`src/hpdr_pkg.sv`:
```
package hpdr_pkg;

  // Request codes carried on the input tuser
  localparam logic [2:0] REQ_TICK     = 3'd0;
  localparam logic [2:0] REQ_SETPOINT = 3'd1;
  localparam logic [2:0] REQ_POSE     = 3'd2;
  localparam logic [2:0] REQ_RATE     = 3'd3;
  localparam logic [2:0] REQ_DEPTH    = 3'd4;

  // Register indexes (byte address is 4 times the index)
  localparam logic [2:0] REG_GAIN_P       = 3'd0;
  localparam logic [2:0] REG_GAIN_D       = 3'd1;
  localparam logic [2:0] REG_CRUISE_SPEED = 3'd2;
  localparam logic [2:0] REG_RATE_LIMIT   = 3'd3;
  localparam logic [2:0] REG_DEPTH_CUTOFF = 3'd4;
  localparam logic [2:0] REG_FRESH_TICKS  = 3'd5;

  // Register reset values
  localparam logic [15:0]        GAIN_P_RST       = 16'd4096;
  localparam logic [15:0]        GAIN_D_RST       = 16'd819;
  localparam logic signed [15:0] CRUISE_SPEED_RST = 16'sd4096;
  localparam logic [14:0]        RATE_LIMIT_RST   = 15'd4096;
  localparam logic signed [15:0] DEPTH_CUTOFF_RST = 16'sd500;
  localparam logic [15:0]        FRESH_TICKS_RST  = 16'd10;

  // 2*pi in Q28
  localparam logic [30:0] TWO_PI_Q28 = 31'd1686629713;

  // Set point scaling: ceil(2^40 / 225) and the rounding offset 1800/16
  localparam logic [32:0] SP_RECIP225 = 33'd4886718346;
  localparam int unsigned SP_RECIP_SHIFT = 40;
  localparam logic [23:0] SP_ROUND = 24'd112;

  typedef struct packed {
    logic [15:0]        gain_p;
    logic [15:0]        gain_d;
    logic signed [15:0] cruise_speed;
    logic [14:0]        rate_limit;
    logic signed [15:0] depth_cutoff;
    logic [15:0]        fresh_ticks;
  } cfg_t;

  // x / 2^12 rounded to nearest, halves away from zero
  function automatic logic signed [23:0] rnd12(input logic signed [34:0] x);
    logic [34:0] mag;
    logic [34:0] sum;
    logic [23:0] r;
    mag = x[34] ? 35'(-x) : 35'(x);
    sum = mag + 35'd2048;
    r   = {1'b0, sum[34:12]};
    return x[34] ? $signed(-r) : $signed(r);
  endfunction

  // Saturate to 16-bit signed
  function automatic logic signed [15:0] sat16(input logic signed [23:0] x);
    logic signed [15:0] y;
    if (x > 24'sd32767) begin
      y = 16'sh7fff;
    end else if (x < -24'sd32768) begin
      y = 16'sh8000;
    end else begin
      y = x[15:0];
    end
    return y;
  endfunction

endpackage

```
`src/hpdr_front.sv`:
```
module hpdr_front #(
  parameter int ANGLE_BITS = 16,
  parameter int AGE_BITS   = 16
) (
  input  logic                          clk,
  input  logic                          rst_n,
  input  hpdr_pkg::cfg_t                cfg,
  input  logic                          in_valid,
  output logic                          in_ready,
  input  logic [2:0]                    in_type,
  input  logic signed [15:0]            in_value,
  output logic                          tk_valid,
  input  logic                          tk_ready,
  output logic signed [ANGLE_BITS+31:0] tk_prod,
  output logic signed [15:0]            tk_rate,
  output logic                          tk_act
);

  localparam int unsigned KSCALE = 1 << (ANGLE_BITS - 4);
  localparam logic [ANGLE_BITS-1:0] KQ = ANGLE_BITS'(KSCALE / 225);
  localparam logic [7:0] KR = 8'(KSCALE % 225);
  localparam int CW = (AGE_BITS > 16) ? AGE_BITS : 16;
  localparam logic [AGE_BITS-1:0] AGE_MAX = {AGE_BITS{1'b1}};

  // Stage 1: input register
  logic                  v1_r;
  logic [2:0]            typ1_r;
  logic signed [15:0]    val1_r;

  // Stage 2: set point partial products, state update on exit
  logic                  v2_r;
  logic [2:0]            typ2_r;
  logic signed [15:0]    val2_r;
  logic                  neg2_r;
  logic [22:0]           lo2_r;
  logic [ANGLE_BITS-1:0] hi2_r;

  // Stage 3: tick product towards the control law
  logic                         v3_r;
  logic signed [ANGLE_BITS+31:0] prod3_r;
  logic signed [15:0]           rate3_r;
  logic                         act3_r;

  // Regulator state
  logic [ANGLE_BITS-1:0] target_r, target_nxt;
  logic [ANGLE_BITS-1:0] pose_r, pose_nxt;
  logic signed [15:0]    rate_r;
  logic signed [15:0]    depth_r;
  logic [AGE_BITS-1:0]   age_sp_r, age_pose_r;

  logic move1, can2, leave2, can3, tick_go;

  // Pipeline flow control
  assign can3     = !v3_r || tk_ready;
  assign leave2   = v2_r && ((typ2_r != hpdr_pkg::REQ_TICK) || can3);
  assign can2     = !v2_r || leave2;
  assign move1    = v1_r && can2;
  assign in_ready = !v1_r || can2;
  assign tick_go  = leave2 && (typ2_r == hpdr_pkg::REQ_TICK);

  assign tk_valid = v3_r;
  assign tk_prod  = prod3_r;
  assign tk_rate  = rate3_r;
  assign tk_act   = act3_r;

  // Stage 1 capture
  always_ff @(posedge clk) begin
    if (!rst_n) begin
      v1_r <= 1'b0;
    end else if (in_ready) begin
      v1_r <= in_valid;
    end
  end

  always_ff @(posedge clk) begin
    if (in_valid && in_ready) begin
      typ1_r <= in_type;
      val1_r <= in_value;
    end
  end

  // Set point: |sp| * 2^(A-4) = 225*(|sp|*KQ) + |sp|*KR, split for the divide by 225
  logic [15:0]             s_abs;
  logic [23:0]             lo_full;
  logic [ANGLE_BITS+15:0]  hi_full;

  always_comb begin
    s_abs   = val1_r[15] ? 16'(-val1_r) : 16'(val1_r);
    lo_full = s_abs * KR + hpdr_pkg::SP_ROUND;
    hi_full = s_abs * KQ;
  end

  always_ff @(posedge clk) begin
    if (!rst_n) begin
      v2_r <= 1'b0;
    end else if (can2) begin
      v2_r <= v1_r;
    end
  end

  always_ff @(posedge clk) begin
    if (move1) begin
      typ2_r <= typ1_r;
      val2_r <= val1_r;
      neg2_r <= val1_r[15];
      lo2_r  <= lo_full[22:0];
      hi2_r  <= hi_full[ANGLE_BITS-1:0];
    end
  end

  // Finish the set point conversion
  logic [55:0]            q_prod;
  logic [ANGLE_BITS+15:0] q_ext;
  logic [ANGLE_BITS-1:0]  sp_mag;

  always_comb begin
    q_prod     = lo2_r * hpdr_pkg::SP_RECIP225;
    q_ext      = (ANGLE_BITS + 16)'(q_prod[55:hpdr_pkg::SP_RECIP_SHIFT]);
    sp_mag     = hi2_r + q_ext[ANGLE_BITS-1:0];
    target_nxt = neg2_r ? ANGLE_BITS'(-sp_mag) : sp_mag;
  end

  // Yaw binary angle to the internal angle width
  logic [ANGLE_BITS+15:0] raw_w;
  assign raw_w = (ANGLE_BITS + 16)'(val2_r);

  generate
    if (ANGLE_BITS >= 16) begin : g_pose_up
      logic [ANGLE_BITS+15:0] pose_w;
      assign pose_w   = raw_w << (ANGLE_BITS - 16);
      assign pose_nxt = pose_w[ANGLE_BITS-1:0];
    end else begin : g_pose_down
      logic [ANGLE_BITS+15:0] pose_w;
      assign pose_w   = raw_w >> (16 - ANGLE_BITS);
      assign pose_nxt = pose_w[ANGLE_BITS-1:0];
    end
  endgenerate

  // Tick evaluation: heading error times 2*pi, freshness and depth check
  logic signed [ANGLE_BITS-1:0]  err_ang;
  logic signed [ANGLE_BITS+31:0] prod_nxt;
  logic [CW-1:0]                 age_sp_w, age_pose_w, fresh_w;
  logic                          act_nxt;

  always_comb begin
    err_ang    = $signed(pose_r - target_r);
    prod_nxt   = err_ang * $signed({1'b0, hpdr_pkg::TWO_PI_Q28});
    age_sp_w   = CW'(age_sp_r);
    age_pose_w = CW'(age_pose_r);
    fresh_w    = CW'(cfg.fresh_ticks);
    act_nxt    = (age_sp_w < fresh_w) && (age_pose_w < fresh_w) &&
                 (depth_r < cfg.depth_cutoff);
  end

  // Update the stored operands as each event leaves stage 2
  always_ff @(posedge clk) begin
    if (!rst_n) begin
      target_r   <= '0;
      pose_r     <= '0;
      rate_r     <= '0;
      depth_r    <= '0;
      age_sp_r   <= AGE_MAX;
      age_pose_r <= AGE_MAX;
    end else if (leave2) begin
      case (typ2_r)
        hpdr_pkg::REQ_TICK: begin
          if (age_sp_r != AGE_MAX) begin
            age_sp_r <= age_sp_r + 1'b1;
          end
          if (age_pose_r != AGE_MAX) begin
            age_pose_r <= age_pose_r + 1'b1;
          end
        end
        hpdr_pkg::REQ_SETPOINT: begin
          target_r <= target_nxt;
          age_sp_r <= '0;
        end
        hpdr_pkg::REQ_POSE: begin
          pose_r     <= pose_nxt;
          age_pose_r <= '0;
        end
        hpdr_pkg::REQ_RATE:  rate_r  <= val2_r;
        hpdr_pkg::REQ_DEPTH: depth_r <= val2_r;
        default: ;
      endcase
    end
  end

  // Stage 3: hold the tick until the control law takes it
  always_ff @(posedge clk) begin
    if (!rst_n) begin
      v3_r <= 1'b0;
    end else if (can3) begin
      v3_r <= tick_go;
    end
  end

  always_ff @(posedge clk) begin
    if (tick_go) begin
      prod3_r <= prod_nxt;
      rate3_r <= rate_r;
      act3_r  <= act_nxt;
    end
  end

endmodule

```
`config.mk`:
```
export PLATFORM = sky130hd
export DESIGN_NAME = hpdr_front
export DESIGN_NICKNAME = d
export VERILOG_FILES = /design/src/hpdr_pkg.sv /design/src/hpdr_front.sv
export SDC_FILE = /design/constraint.sdc
export NUM_CORES = 2
export LEC_CHECK = 0
export BUFFER_PORTS_ARGS = -buffer_cell sky130_fd_sc_hd__buf_2
export CAP_MARGIN = 30
export CORE_MARGIN = 5
export CORE_UTILIZATION = 45
export DETAILED_ROUTE_END_ITERATION = 6
export PLACE_DENSITY_LB_ADDON = 0.15
export SYNTH_ARGS = -nofsm -noshare
export SYNTH_HDL_FRONTEND = slang
export SYNTH_SLANG_ARGS = --single-unit
```
`constraint.sdc`:
```
create_clock -name clk -period 11.3 [get_ports clk]
set_input_delay 0.565 -clock clk [delete_from_list [all_inputs] [get_ports clk]]
set_output_delay 0.565 -clock clk [all_outputs]
set_load 0.01 [all_outputs]
```
==> impl_summary.md <==
Placement
The pre-CTS worst setup slack is 1148 ps. The half-perimeter wire length after detailed placement is 65300 µm. The post-placement cell count is 4138. Routability-driven placement finished with a final weighted congestion of 0.9232. Port buffering added 121 buffers.

Clock network
The H-tree depth is 1. In this run the clock root is driven by a clkbuf_16. After clock tree synthesis, the flow added hold-fix buffers numbering 0. The clock buffer count from CTS is 30. The total setup buffers inserted after CTS is 0. The clock reaches the later pin of the worst-skew pair after 620 ps. The number of cells upsized or downsized after cts is 0. TritonCTS built the clock tree. Counting along the longest clock path gives a buffer depth of 3. The clock transition at the register clock pins on the worst setup and hold paths after CTS is 60 ps. The clock net in this run drives a total of 237 sinks.

Routing
The number of antenna-violating nets in the routed design is 0. Dividing the detail-routed wire length by the instance count gives between 15 and 20 µm. After detailed routing, the number of vias per cell comes to around 5.2.

The first TritonRoute pass finished after 5 iterations. The initial DRC count is 1103. The overall via count from detail_route is approximately 22k. The detailed-route DRC error count is 0. The post-detailed-routing wire length is slightly below 80000 µm.

Critical path
The arrival time reported for the critical path endpoint is approximately 11000 ps. In this run the critical register-to-register path is launched from lo2_r[12]. At the worst endpoint, the required time is 11770 ps. The capture instance of the worst register-to-register path is target_r[14]. The startpoint class of the critical path is a flip-flop.

The worst setup path is of the flip-flop to flip-flop kind. STA classifies the critical path endpoint as a flip-flop. Setup slack on the worst reg-to-reg path comes out at 1120 ps.

The biggest cell delay along the critical path is between 800 and 900 ps. The slowest stage of the critical path is the edfxtp_1 cell. The top cell family by delay on the critical path is adder cells. Measured in cells, the most critical reg-to-reg path has a length of 32. The critical path contains buffers and inverters numbering 5 combined.

In this run the worst path has a maximum fanout of 11.

Yosys
Among all flip-flop cells after synthesis, the most frequent one is edfxtp_1. The most area-hungry cell type in the Yosys netlist is fa_1. In the synthesized netlist, the number of instances is 3093. The total standard cell area after synthesis is between 30000 and 40000 µm². The portion of synthesized cell area occupied by the leading cell type is 0.2548.

The number of nets handed over by synthesis was 4224. Counting flops with a built-in enable in the synthesized netlist gives 138. Yosys mapped the design onto 70 distinct sky130hd cell types. Averaged over all synthesized cells, the footprint is 10.14 µm². The post-synthesis async set-or-reset flop share is 0.

Yosys attributes the largest share of cell area to fa_1, ha_1, edfxtp_1. The synthesis-stage register bit count is 237. For this run, the number of Yosys warnings is 0. The sequential element share of the synthesized area is 0.1954.

STA
The final setup violation count is 0. The worst path in the final design needs a cycle of 10180 ps, including I/O delays and setup. The final critical-path share of the clock period is 0.9011. The final hold violation count was 0.

The worst slew margin relative to its limit is 0.3265. Setup repair after global routing left no endpoint under its margin. Static timing analysis puts the maximum clock frequency at approximately 100 MHz. At the pin with the least slew margin, the transition time is 1010 ps. Once routing completed, OpenROAD measured the worst setup slack at 1118 ps. The number of slew-limit violations in the final report is 0. The tightest hold path in the finished design has a slack of 156.9 ps. The setup TNS after final layout is 0 ps. The clock tree skew after final layout is 47.42 ps.

Cells and area
Fill cells in the final layout number 6319. The sequential cells in the finished layout cover a total of 6126 µm². The flip-flop count of the largest register, all copies and words added is 48. The count of placed standard cells in the final layout, fillers left out is 4197. In the final design database the tool counted roughly 4.4k nets. The post-synthesis to final-layout area growth is 9.174%. Of the cells placed in the final design, the portion with a size suffix greater than 1 is 0.06708.

In the final layout, the multi-input gates occupy roughly 23000 µm².

Global routing
Summed over all layers, the global routing overflow is 0. The via count of the first global-routing pass is 23.32k. The first global-routing pass estimated 124500 µm of wire.

The largest net degree at the start of global routing is 69. The number of antenna violations at the first check in global routing is 2. The total global-route track usage is 0.2074.

Worst hold path
The startpoint identified for the worst hold timing path is in_value[2]. The tightest min-delay check is of the input port to flip-flop type. The hold-critical path endpoint is val1_r[2]. Counting instances, the worst hold path has a depth of 1.

Floorplanning
In this run the horizontal extent of the chip is about 270 µm. Measured along the y axis, the die boundary spans 274.0 µm. The core box area is 68830 µm². For this configuration, the core starts out at a cell density of 0.4556.

Pin placement for this block handled around 190 I/O pins. The total die area is about 75000 µm². The number of cell rows is 96.

Run
Max-cap violations in this run came to 0.

Status
The run finished with clean final reports.
metal layers:
metal  GRT usage  up-vias  wire length (µm)
met5           0        -                 0
met4     0.04991        0              2052
met3     0.02993       95              3552
met2      0.3620      418             37440
met1      0.2735    10648             33790
li1            -    10572                 -
cell usage after synthesis (all sizes together) (20+ instances only):
master and n:
a21o 52, nand2b 20, nand4 33, fa 399, a211oi 30, o21ai 100, ha 614, clkbuf 28
edfxtp 138, xor2 67, nor2b 25, a21oi 154, inv 657, nor3 26, nand3 36, o21bai 20
nor2 106, xnor2 106, nand2 179, dfxtp 99
cell usage in the layout, fill, tap and decap left out, types with 8 or more instances in the layout:
master	instances
o31ai_1	14
ha_1	614
inv_1	657
or3_1	15
buf_4	24
xnor2_1	105
a31oi_1	11
xor2_1	66
o21bai_1	20
and2_1	9
nand4_1	33
a211oi_1	29
and3_1	18
nor2_1	105
nand2b_1	20
o21ai_0	94
fa_1	399
dfxtp_1	99
nand3_1	36
buf_2	121
clkbuf_16	31
nand2_1	179
o211ai_1	8
o21a_1	19
a21oi_1	153
nor2b_1	24
a21o_1	51
nor3_1	26
edfxtp_1	138
metrics by stage:
step / utilization / instance area, µm²
detailed placement: 0.4824 / 33200
floorplan: - / 31350
global placement: 0.4824 / 33200
finish: 0.4973 / 34230
CTS: 0.4970 / 34210
global route: 0.4973 / 34230
worst max-delay path by stage:
stage               from      endpoint  slack, ps  cells past startpoint
3_3_place_gp   lo2_r[12]  target_r[14]       1270                     32
4_1_cts        lo2_r[15]  target_r[14]       1160                     34
5_1_grt        lo2_r[12]  target_r[14]        640                     32
3_5_place_dp   lo2_r[15]  target_r[14]       1150                     34
6_report       lo2_r[12]  target_r[14]       1120                     32
2_1_floorplan  lo2_r[21]  target_r[14]       2620                     34
area by class of cell:
cell class                 instances  share of cell area
antenna                            1          0.00007310
clock buffer                      42             0.02504
clock inverter                    14            0.004277
inverter                         658             0.07215
multi-input combinational       2168              0.6621
sequential                       237              0.1790
tap                              931             0.03403
timing repair buffer             146             0.02339
kinds of logic (layout without fill, tap and decap cells):
logic type	Yosys count	in the layout	share of synthesized area
xor+xnor	173	173	0.04880
fa+ha+maj	1013	1013	0.4998
compound gates	472	472	0.09470
buf+inv	688	860	0.08241
mux	7	7	0.002315
flops	237	237	0.1954
simple gates	503	503	0.07662
other cells	0	1	0
Power is not shown: default switching activity piles up to over one toggle a cycle in this logic, so the estimate is an artifact.
