### src/hpdr_pkg.sv
package hpdr_pkg;

  // Request codes carried on the input tuser
  localparam logic [2:0] REQ_TICK     = 3'd0;
  localparam logic [2:0] REQ_SETPOINT = 3'd1;
  localparam logic [2:0] REQ_POSE     = 3'd2;
  localparam logic [2:0] REQ_RATE     = 3'd3;
  localparam logic [2:0] REQ_DEPTH    = 3'd4;

  // Register indexes (byte address is 4 times the index)
  localparam logic [2:0] REG_GAIN_P       = 3'd0;
  localparam logic [2:0] REG_GAIN_D       = 3'd1;
  localparam logic [2:0] REG_CRUISE_SPEED = 3'd2;
  localparam logic [2:0] REG_RATE_LIMIT   = 3'd3;
  localparam logic [2:0] REG_DEPTH_CUTOFF = 3'd4;
  localparam logic [2:0] REG_FRESH_TICKS  = 3'd5;

  // Register reset values
  localparam logic [15:0]        GAIN_P_RST       = 16'd4096;
  localparam logic [15:0]        GAIN_D_RST       = 16'd819;
  localparam logic signed [15:0] CRUISE_SPEED_RST = 16'sd4096;
  localparam logic [14:0]        RATE_LIMIT_RST   = 15'd4096;
  localparam logic signed [15:0] DEPTH_CUTOFF_RST = 16'sd500;
  localparam logic [15:0]        FRESH_TICKS_RST  = 16'd10;

  // 2*pi in Q28
  localparam logic [30:0] TWO_PI_Q28 = 31'd1686629713;

  // Set point scaling: ceil(2^40 / 225) and the rounding offset 1800/16
  localparam logic [32:0] SP_RECIP225 = 33'd4886718346;
  localparam int unsigned SP_RECIP_SHIFT = 40;
  localparam logic [23:0] SP_ROUND = 24'd112;

  typedef struct packed {
    logic [15:0]        gain_p;
    logic [15:0]        gain_d;
    logic signed [15:0] cruise_speed;
    logic [14:0]        rate_limit;
    logic signed [15:0] depth_cutoff;
    logic [15:0]        fresh_ticks;
  } cfg_t;

  // x / 2^12 rounded to nearest, halves away from zero
  function automatic logic signed [23:0] rnd12(input logic signed [34:0] x);
    logic [34:0] mag;
    logic [34:0] sum;
    logic [23:0] r;
    mag = x[34] ? 35'(-x) : 35'(x);
    sum = mag + 35'd2048;
    r   = {1'b0, sum[34:12]};
    return x[34] ? $signed(-r) : $signed(r);
  endfunction

  // Saturate to 16-bit signed
  function automatic logic signed [15:0] sat16(input logic signed [23:0] x);
    logic signed [15:0] y;
    if (x > 24'sd32767) begin
      y = 16'sh7fff;
    end else if (x < -24'sd32768) begin
      y = 16'sh8000;
    end else begin
      y = x[15:0];
    end
    return y;
  endfunction

endpackage

### src/hpdr_cfg.sv
module hpdr_cfg (
  input  logic                clk,
  input  logic                rst_n,
  input  logic                psel,
  input  logic                penable,
  input  logic                pwrite,
  input  logic [4:0]          paddr,
  input  logic [31:0]         pwdata,
  output logic [31:0]         prdata,
  output hpdr_pkg::cfg_t      cfg
);

  hpdr_pkg::cfg_t cfg_r;
  logic           wr_en;
  logic [2:0]     reg_idx;

  assign reg_idx = paddr[4:2];
  assign wr_en   = psel && penable && pwrite;
  assign cfg     = cfg_r;

  // Register writes on the access phase
  always_ff @(posedge clk) begin
    if (!rst_n) begin
      cfg_r.gain_p       <= hpdr_pkg::GAIN_P_RST;
      cfg_r.gain_d       <= hpdr_pkg::GAIN_D_RST;
      cfg_r.cruise_speed <= hpdr_pkg::CRUISE_SPEED_RST;
      cfg_r.rate_limit   <= hpdr_pkg::RATE_LIMIT_RST;
      cfg_r.depth_cutoff <= hpdr_pkg::DEPTH_CUTOFF_RST;
      cfg_r.fresh_ticks  <= hpdr_pkg::FRESH_TICKS_RST;
    end else if (wr_en) begin
      case (reg_idx)
        hpdr_pkg::REG_GAIN_P:       cfg_r.gain_p       <= pwdata[15:0];
        hpdr_pkg::REG_GAIN_D:       cfg_r.gain_d       <= pwdata[15:0];
        hpdr_pkg::REG_CRUISE_SPEED: cfg_r.cruise_speed <= pwdata[15:0];
        hpdr_pkg::REG_RATE_LIMIT:   cfg_r.rate_limit   <= pwdata[14:0];
        hpdr_pkg::REG_DEPTH_CUTOFF: cfg_r.depth_cutoff <= pwdata[15:0];
        hpdr_pkg::REG_FRESH_TICKS:  cfg_r.fresh_ticks  <= pwdata[15:0];
        default: ;
      endcase
    end
  end

  // Read back
  always_comb begin
    case (reg_idx)
      hpdr_pkg::REG_GAIN_P:       prdata = {16'd0, cfg_r.gain_p};
      hpdr_pkg::REG_GAIN_D:       prdata = {16'd0, cfg_r.gain_d};
      hpdr_pkg::REG_CRUISE_SPEED: prdata = {16'd0, cfg_r.cruise_speed};
      hpdr_pkg::REG_RATE_LIMIT:   prdata = {17'd0, cfg_r.rate_limit};
      hpdr_pkg::REG_DEPTH_CUTOFF: prdata = {16'd0, cfg_r.depth_cutoff};
      hpdr_pkg::REG_FRESH_TICKS:  prdata = {16'd0, cfg_r.fresh_ticks};
      default:                    prdata = 32'd0;
    endcase
  end

endmodule

### config.mk
export PLATFORM = sky130hd
export DESIGN_NAME = hpdr_cfg
export DESIGN_NICKNAME = d
export VERILOG_FILES = /design/src/hpdr_pkg.sv /design/src/hpdr_cfg.sv
export SDC_FILE = /design/constraint.sdc
export NUM_CORES = 1
export LEC_CHECK = 0
export ABC_AREA = 1
export BUFFER_PORTS_ARGS = -buffer_cell sky130_fd_sc_hd__buf_2
export CAP_MARGIN = 10
export CORE_MARGIN = 1
export CORE_UTILIZATION = 50
export CTS_CLUSTER_SIZE = 8
export DETAILED_ROUTE_END_ITERATION = 8
export PLACE_DENSITY = 0.88
export RECOVER_POWER = 50
export SYNTH_ARGS = -nofsm -noshare
export SYNTH_HDL_FRONTEND = slang
export SYNTH_SLANG_ARGS = --single-unit
export TNS_END_PERCENT = 20
### constraint.sdc
create_clock -name clk -period 1.11 [get_ports clk]
set_input_delay 0.0555 -clock clk [delete_from_list [all_inputs] [get_ports clk]]
set_output_delay 0.0555 -clock clk [all_outputs]
set_load 0.03 [all_outputs]
==> impl_metrics.json, run 1 <==
{
  "synth-seq-area-share_pct": 38.3,
  "final.setup.worst_slack_ps": -233,
  "avgSynthCellArea_um2": 6.42,
  "first_global_vias": 4865,
  "synth_top_area_share_pct": 38.3,
  "worst_clock_skew_ps": 0,
  "worstMarginPinSlew_ps": 693,
  "worst-r2r-setup-slack_ps": 360,
  "cells_after_synthesis": 774,
  "worst_setup_sp_type": "register",
  "clkSlewWorstSetupHoldPaths_ps": 90,
  "first_pass_iters": 5,
  "path_max_fanout": 2,
  "post-route-period-util_pct": 121,
  "synthTopCellsByArea": "dfxtp_1 38%, nor2_1 16%, nand2_1 15%",
  "vdd_drop_max_mv": 0.549,
  "numClockSinks": 95,
  "insertedDiodeCount": 0,
  "finalNetCount": 980,
  "grt_max_degree": 37,
  "slew_headroom_pct": 53.8,
  "finalMaxSlewViolations": 0,
  "clock_insertion_delay_worst_skew_ps": 370,
  "cp_num_buf_inv": 1,
  "ctsLongestPathBuffers": 2,
  "failed_checks": "negative setup slack",
  "post_drt_via_cell_ratio": 5.38,
  "globalRouteTotalUtil_pct": 32.4,
  "grt_overflow_total": 0,
  "layout-area-overhead-vs-synth_pct": 30.2,
  "power.leakage_uw": 0.00325,
  "globalplace.congestion": 0.990,
  "cts_made_buffers": 9,
  "critPathRequiredTime_ps": 1050,
  "power_density_nw_per_um2": 1100,
  "start_util_pct": 51.3,
  "post_route_cells_drive_above_1_share_pct": 30.5,
  "cp_slowest_stage_delay_ps": 340,
  "ys_ff_latch": 95,
  "cts_root_buffer": "clkbuf_8",
  "yosysWarnings": 0,
  "fin_cells": 1076,
  "path_common_cell": "nand2_1",
  "criticalPathCategory": "register to output pin",
  "timing.critical_path.depth": 5,
  "setup_repair_after_global_routing_missed_its_margin": "yes",
  "r2r.worst_path.cells": 3,
  "fp.dieArea_um2": 10300,
  "total_power_uw": 7090,
  "critPathSlowestCell": "dfxtp_2",
  "setup_viol_count_final": 16,
  "chipWidth_um": 102,
  "port-buffer-count": 134,
  "dieHeight_um": 102,
  "end_kind": "output pin",
  "worstHoldPathCells": 3,
  "number_of_fill_cells_in_the_layout": 808,
  "detailedPlacementHpwl_mm": 11.9,
  "worstPathArrival_ps": 1290,
  "post_synthesis_cell_type_count": 24,
  "grt_pass1_wl_mm": 25.2,
  "syn-cell-area_um2": 4970,
  "ios": 169,
  "routedWlPerCell_um": 16.0,
  "area_of_the_placeable_core_um2": 9680,
  "run_status": "finished with violations",
  "numPlacedInstances": 1038,
  "htree_levels": 3,
  "wl_mm": 17.2,
  "drt-initial-drc-count": 528,
  "maxCapViolations": 0,
  "dr_total_vias": 5788,
  "achievable-frequency_mhz": 744,
  "synthDominantAreaCellType": "dfxtp_1",
  "period_needed_ps": 1340,
  "cts_tree": "done",
  "class_of_the_worst_hold_path": "primary input to register",
  "fin_hold_ws_ps": 3.73,
  "hold_viol_final": 0,
  "critical_path.cell_chain": "nand4_1 > nand2_1 > nor2_2 > nand2_1 > buf_6",
  "worst_path_dominant_cell_family": "simple AND/OR/NAND/NOR gates",
  "flip_flop_count_of_the_largest_register_after_layout": 95,
  "antenna_found_initial": 0,
  "remaining_drc_errors": 0,
  "postRouteAntennaNets": 0,
  "std_cell_rows": 36
}
==> placed cells by master (no fill, tap or decap), drive strengths merged <==
cell type and n:
clkbuf 36, o21ai 5, nor2 223, nand4 46, bufinv 1, buf 173, dlygate4sd3 10, dfxtp 95
inv 49, conb 16, clkinv 3, nand2 198, nand3 88
==> synthesized netlist by cell type <==
master      n
nor2_4      6
buf_1       9
inv_6       1
nand3_1    84
nand2_2     2
inv_2       1
nand3_2     3
inv_1      46
nor2_2      3
dfxtp_1    95
nor2_8      1
nand3_4     1
o21ai_0     5
nor2_1    213
clkinv_1    1
buf_2      13
clkbuf_1   12
conb_1      1
buf_6       7
buf_4      27
nand4_1    46
nand2_1   195
inv_4       1
nand2_4     1
==> worst paths after layout <==
path,endpoint,start
hold / removal,cfg[59],pwdata[12]
hold reg to reg,cfg[72],cfg[72]
setup / recovery,prdata[7],cfg[39]
setup reg to reg,cfg[33],cfg[33]
==> power breakdown <==
group	total (uW)	internal [uW]	switching, uW
sequential	3490	3450	41.3
combinational	1150	374	780
clock	2450	1220	1230
total	7090	5050	2050
==> tightest hold or removal path: stages <==
cell and delay (ps):
buf_2 150, nand2_1 70, nand3_1 70
==> metrics by stage <==
step                      util [%]  area (um^2)  worst slack (ps)  setup TNS (ps)
final                         66.8         6470              -233           -2940
after global routing          66.8         6470              -256           -4700
after CTS                     66.7         6460              -201           -2630
after detailed placement      61.6         5960             -76.8           -2280
after global placement        61.6         5960             -56.2           -1280
after floorplan                  -         5020              42.0               0
==> per-layer routing <==
layer | GRT usage [%] | vias to the layer above | share of wire, %
met1 | 43.5 | 2598 | 40
met3 | 5.38 | 73 | 11
li1 | - | 2721 | -
met5 | 0 | - | 0
met4 | 21.1 | 0 | 5.8
met2 | 48.1 | 396 | 43
==> cell families after synthesis <==
family          after synthesis  synth area share [%]
simple gates                555                  48.7
other cells                   1                0.0755
compound gates                5                 0.504
flops                        95                  38.3
buf+inv                     118                  12.5
==> layout make-up <==
class	instances	area, um^2	area share, %
multi-input combinational	576	2520	38.9
tap	133	166	2.57
timing repair buffer	206	1420	21.9
sequential	95	1960	30.4
inverter	50	193	2.98
clock buffer	13	169	2.61
clock inverter	3	40.0	0.619
==> repair_timing <==
item,CTS,global route
endpoints found under the hold margin,14,0
buffers inserted,4,8
hold buffers,10,0
pin swaps,17,19
setup endpoints to repair,16,16
gates resized for setup,71,31
Note: power is estimated with default switching activity, not from simulation.
==> run 2, diff against run 1 <==
Settings changed: CORE_UTILIZATION 50 to 46, PLACE_DENSITY 0.88 to 0.85.
Clock period 1.11 ns to 1.1 ns, I/O delays scaled along.
==> impl_metrics.json, run 2 (synthesized netlist as in run 1, its figures left out) <==
{
  "clkSlewWorstSetupHoldPaths_ps": 100,
  "period_needed_ps": 1330,
  "finalMaxSlewViolations": 0,
  "path_common_cell": "nand2_1",
  "ios": 169,
  "numClockSinks": 95,
  "path_max_fanout": 2,
  "flip_flop_count_of_the_largest_register_after_layout": 95,
  "port-buffer-count": 134,
  "dieHeight_um": 106,
  "worstHoldPathCells": 3,
  "fp.dieArea_um2": 11200,
  "class_of_the_worst_hold_path": "primary input to register",
  "htree_levels": 3,
  "cts_tree": "done",
  "fin_hold_ws_ps": 20.3,
  "worst_clock_skew_ps": 0,
  "rr_endpoint": "cfg[38]",
  "critical_path.cell_chain": "nand4_1 > nand2_1 > nor2_2 > nand2_1 > buf_6",
  "worst-r2r-setup-slack_ps": 290,
  "cts_made_buffers": 9,
  "maxCapViolations": 0,
  "remaining_drc_errors": 0,
  "setup_viol_count_final": 17,
  "power.leakage_uw": 0.00325,
  "globalplace.congestion": 0.893,
  "preCtsSetupSlack_ps": -134,
  "wl_mm": 17.7,
  "setup_repair_after_global_routing_missed_its_margin": "yes",
  "first_global_vias": 4988,
  "hold_viol_final": 0,
  "critPathSlowestCell": "dfxtp_2",
  "antenna_found_initial": 0,
  "cp_slowest_stage_delay_ps": 350,
  "worst_setup_sp_type": "register",
  "post-route-period-util_pct": 121,
  "clock_insertion_delay_worst_skew_ps": 360,
  "area_of_the_placeable_core_um2": 10400,
  "worst_hold_startpoint": "pwdata[12]",
  "r2r.worst_path.cells": 4,
  "end_kind": "output pin",
  "worstPathArrival_ps": 1280,
  "postRouteAntennaNets": 0,
  "vdd_drop_max_mv": 0.804,
  "post_drt_via_cell_ratio": 5.29,
  "grt_overflow_total": 0,
  "globalRouteTotalUtil_pct": 31.1,
  "power_density_nw_per_um2": 1060,
  "achievable-frequency_mhz": 751,
  "rr_startpoint": "cfg[38]",
  "grt_max_degree": 59,
  "layout-area-overhead-vs-synth_pct": 31.1,
  "most-common-layout-cells": "202 x nor2_1, 184 x nand2_1, 107 x buf_2, 84 x nand3_1, 52 x buf_4",
  "std_cell_rows": 37,
  "first_pass_iters": 5,
  "cts_root_buffer": "clkbuf_8",
  "post_route_cells_drive_above_1_share_pct": 32.1,
  "detailedPlacementHpwl_mm": 12.5,
  "critPathRequiredTime_ps": 1040,
  "final.setup.worst_slack_ps": -232,
  "criticalPathCategory": "register to output pin",
  "chipWidth_um": 106,
  "run_status": "finished with violations",
  "insertedDiodeCount": 0,
  "hold_endpoint": "cfg[44]",
  "ctsLongestPathBuffers": 2,
  "most_common_library_cell_in_the_layout_ignoring_fill_and_taps": "nor2_1",
  "routedWlPerCell_um": 16.3,
  "failed_checks": "negative setup slack",
  "drt-initial-drc-count": 653,
  "dr_total_vias": 5744,
  "start_util_pct": 47.7,
  "grt_pass1_wl_mm": 26.4,
  "number_of_fill_cells_in_the_layout": 966,
  "finalNetCount": 986
}
[run 2: cell count changes in the layout (fill, tap and decap cells not counted), moves of 3 or more]
| cell | change |
|---|---|
| buf_4 | +9 |
| clkbuf_2 | -7 |
| clkbuf_4 | +4 |
| clkbuf_8 | -3 |
| inv_6 | +4 |
| nand2_2 | +3 |
| nor2_1 | -4 |
| nor2_4 | +3 |
[run 2: final cells by class]
type	count	area (um^2)	area share [%]
Sequential cell	95	1960	30.1
Clock buffer	9	124	1.90
Multi-Input combinational cell	576	2540	39.1
Tap cell	136	170	2.61
Inverter	50	195	3.00
Clock inverter	7	55.1	0.845
Timing Repair Buffer	212	1460	22.5
[run 2: timing repair]
action / 4_1_cts / 5_1_grt
buffers inserted: 8 / 3
pin swaps: 20 / 22
resized for setup: 69 / 50
endpoints found under the hold margin: 14 / 0
hold buffers: 10 / 0
setup endpoints to repair: 18 / 23
[run 2: how the worst max path moves through the flow]
stage,depth (start not counted),slack (ps),to,from
final,5,-230,prdata[6],cfg[38]
after CTS,5,-240,prdata[7],cfg[39]
after detailed placement,8,-130,cfg[32],paddr[2]
after global routing,5,-270,prdata[11],cfg[43]
after global placement,8,-100,cfg[38],paddr[2]
after floorplan,7,30,prdata[12],paddr[3]
[run 2: metal layers]
metal / track usage, % / part of all wire [%]
met5: 0 / 0
met4: 14.5 / 4.6
met3: 5.58 / 10
met2: 48.0 / 45
met1: 42.1 / 40
[run 2: where the power goes]
group          internal [uW]  switching (uW)  total [uW]
registers               3490            41.1        3530
logic                    370             792        1160
clock network            852            1350        2200
total                   4710            2180        6890
[run 2: critical path, delay by kind of cell, from the launching register on]
family | cells | cell delay (ps)
buffers and inverters | 1 | 140
flip-flops | 1 | 350
AND/OR/NAND/NOR | 4 | 420
[run 2: per-stage QoR]
stage / power, uW / instances / utilization [%] / area, um^2 / setup TNS [ps]
global placement: 4660 / 1048 / 57.3 / 5970 / -4410
global route: 7150 / 1085 / 62.5 / 6510 / -4040
detailed placement: 4670 / 1048 / 57.3 / 5970 / -6470
floorplan: 4330 / 789 / - / 5020 / 0
finish: 6890 / 1085 / 62.5 / 6510 / -3020
CTS: 6890 / 1082 / 61.9 / 6450 / -3070
==> run 3, diff against run 2 <==
Settings changed: RECOVER_POWER 50 to 100.
==> impl_metrics.json, run 3 (synthesized netlist as in run 1, its figures left out) <==
{
  "period_needed_ps": 1320,
  "post_route_cells_drive_above_1_share_pct": 31.9,
  "failed_checks": "negative setup slack",
  "htree_levels": 3,
  "start_util_pct": 47.7,
  "chipWidth_um": 106,
  "routedWlPerCell_um": 16.2,
  "grt_max_degree": 59,
  "number_of_fill_cells_in_the_layout": 967,
  "globalRouteTotalUtil_pct": 31.1,
  "clock_insertion_delay_worst_skew_ps": 370,
  "ctsLongestPathBuffers": 2,
  "power.combinational.fraction_pct": 16.8,
  "layout-area-overhead-vs-synth_pct": 30.9,
  "cts_root_buffer": "clkbuf_8",
  "met3_wirelength_mm": 1.72,
  "remaining_drc_errors": 0,
  "path_common_cell": "nand2_1",
  "layout.cell_area.non_filler_um2": 6510,
  "post_drt_via_cell_ratio": 5.30,
  "class_of_the_worst_hold_path": "primary input to register",
  "achievable-frequency_mhz": 758,
  "cts_made_buffers": 9,
  "first_pass_iters": 5,
  "finish.utilization_pct": 62.5,
  "finalMaxSlewViolations": 0,
  "hold_endpoint": "cfg[44]",
  "setup_viol_count_final": 18,
  "share_of_power_burned_in_the_clock_network_pct": 32.1,
  "rr_startpoint": "cfg[38]",
  "critPathSlowestCell": "dfxtp_2",
  "most_common_library_cell_in_the_layout_ignoring_fill_and_taps": "nor2_1",
  "first_global_vias": 4988,
  "rr_endpoint": "cfg[38]",
  "vdd_drop_max_mv": 0.803,
  "insertedDiodeCount": 0,
  "dieHeight_um": 106,
  "fp.dieArea_um2": 11200,
  "final.setup.worst_slack_ps": -219,
  "hold_viol_final": 0,
  "numClockSinks": 95,
  "worst_setup_sp_type": "register",
  "post-route-period-util_pct": 120,
  "ios": 169,
  "globalplace.congestion": 0.893,
  "critPathRequiredTime_ps": 1040,
  "wl_met2_mm": 7.85,
  "highest-signal-layer": "met4",
  "intPower_uw": 4700,
  "std_cell_rows": 37,
  "wl_mm": 17.6,
  "cp_slowest_stage_delay_ps": 370,
  "total_power_uw": 6900,
  "switching_share_pct": 31.8,
  "port-buffer-count": 134,
  "preCtsSetupSlack_ps": -134,
  "grt_pass1_wl_mm": 26.4,
  "drt-initial-drc-count": 632,
  "seqPwrFrac_pct": 51.1,
  "antenna_found_initial": 0,
  "setup_repair_after_global_routing_missed_its_margin": "yes",
  "cts_tree": "done",
  "critical_path.cell_chain": "nand4_1 > nand2_1 > nor2_1 > nand2_1 > buf_6",
  "postRouteAntennaNets": 0,
  "power_density_nw_per_um2": 1060,
  "dr_total_vias": 5753,
  "flip_flop_count_of_the_largest_register_after_layout": 95,
  "most-common-layout-cells": "202 x nor2_1, 184 x nand2_1, 88 x clkbuf_2, 84 x nand3_1, 49 x dfxtp_2",
  "worstPathArrival_ps": 1260,
  "area_of_the_placeable_core_um2": 10400,
  "worst_hold_startpoint": "pwdata[12]",
  "clkSlewWorstSetupHoldPaths_ps": 100,
  "end_kind": "output pin",
  "maxCapViolations": 0,
  "grt_overflow_total": 0,
  "r2r.worst_path.cells": 4,
  "area_after_detailed_placement_um2": 5970,
  "criticalPathCategory": "register to output pin",
  "run_status": "finished with violations",
  "netSwitchingPower_uw": 2200,
  "worstHoldPathCells": 3,
  "finalNetCount": 986,
  "detailedPlacementHpwl_mm": 12.5,
  "met1_wirelength_mm": 7.20,
  "worst_clock_skew_ps": 0,
  "worst-r2r-setup-slack_ps": 290,
  "power.leakage_uw": 0.00320,
  "path_max_fanout": 2
}
run 3: area by class of cell:
cell class / instances / area, um^2 / area share, %
Clock buffer: 9 / 124 / 1.90
Clock inverter: 7 / 55.1 / 0.846
Inverter: 50 / 195 / 3.00
Multi-Input combinational cell: 576 / 2540 / 39.1
Sequential cell: 95 / 1960 / 30.2
Tap cell: 136 / 170 / 2.62
Timing Repair Buffer: 212 / 1460 / 22.4
run 3: power by group through the flow:
stage	Clock [uW]	Sequential (uW)	Combinational, uW
2_1_floorplan	0	3680	650
3_3_place_gp	0	3600	1060
3_5_place_dp	0	3600	1070
4_1_cts	2230	3520	1140
5_1_grt	2390	3530	1230
6_report	2220	3530	1160
run 3: worst max path at each step:
stage	startpoint	to	slack, ps	cells after the start
4_1_cts	cfg[39]	prdata[7]	-240	5
6_report	cfg[43]	prdata[11]	-220	5
3_5_place_dp	paddr[2]	cfg[32]	-130	8
3_3_place_gp	paddr[2]	cfg[38]	-100	8
5_1_grt	cfg[43]	prdata[11]	-270	5
2_1_floorplan	paddr[3]	prdata[12]	30	7
run 3: metal layers:
layer	track usage, %	vias up
li1	-	2737
met1	42.1	2627
met2	48.0	333
met3	5.58	56
met4	14.5	0
met5	0	-
run 3: repair_timing:
action	4_1_cts	5_1_grt
endpoints found under the hold margin	14	0
resized for setup	69	50
pin swaps	20	22
hold buffers	10	0
endpoints found under the setup margin	18	23
setup buffers	8	3
run 3: metrics by stage:
step	hold WS [ps]	setup TNS (ps)	std cells
after CTS	1.73	-3070	1082
final	16.7	-3100	1085
after global placement	286	-4410	1048
after detailed placement	292	-6470	1048
after floorplan	181	0	789
after global routing	5.15	-4170	1085
run 3: critical path, delay by kind of cell (launching register included):
kind | cells | cell delay (ps)
flip-flops | 1 | 370
AND/OR/NAND/NOR | 4 | 400
buffers and inverters | 1 | 130
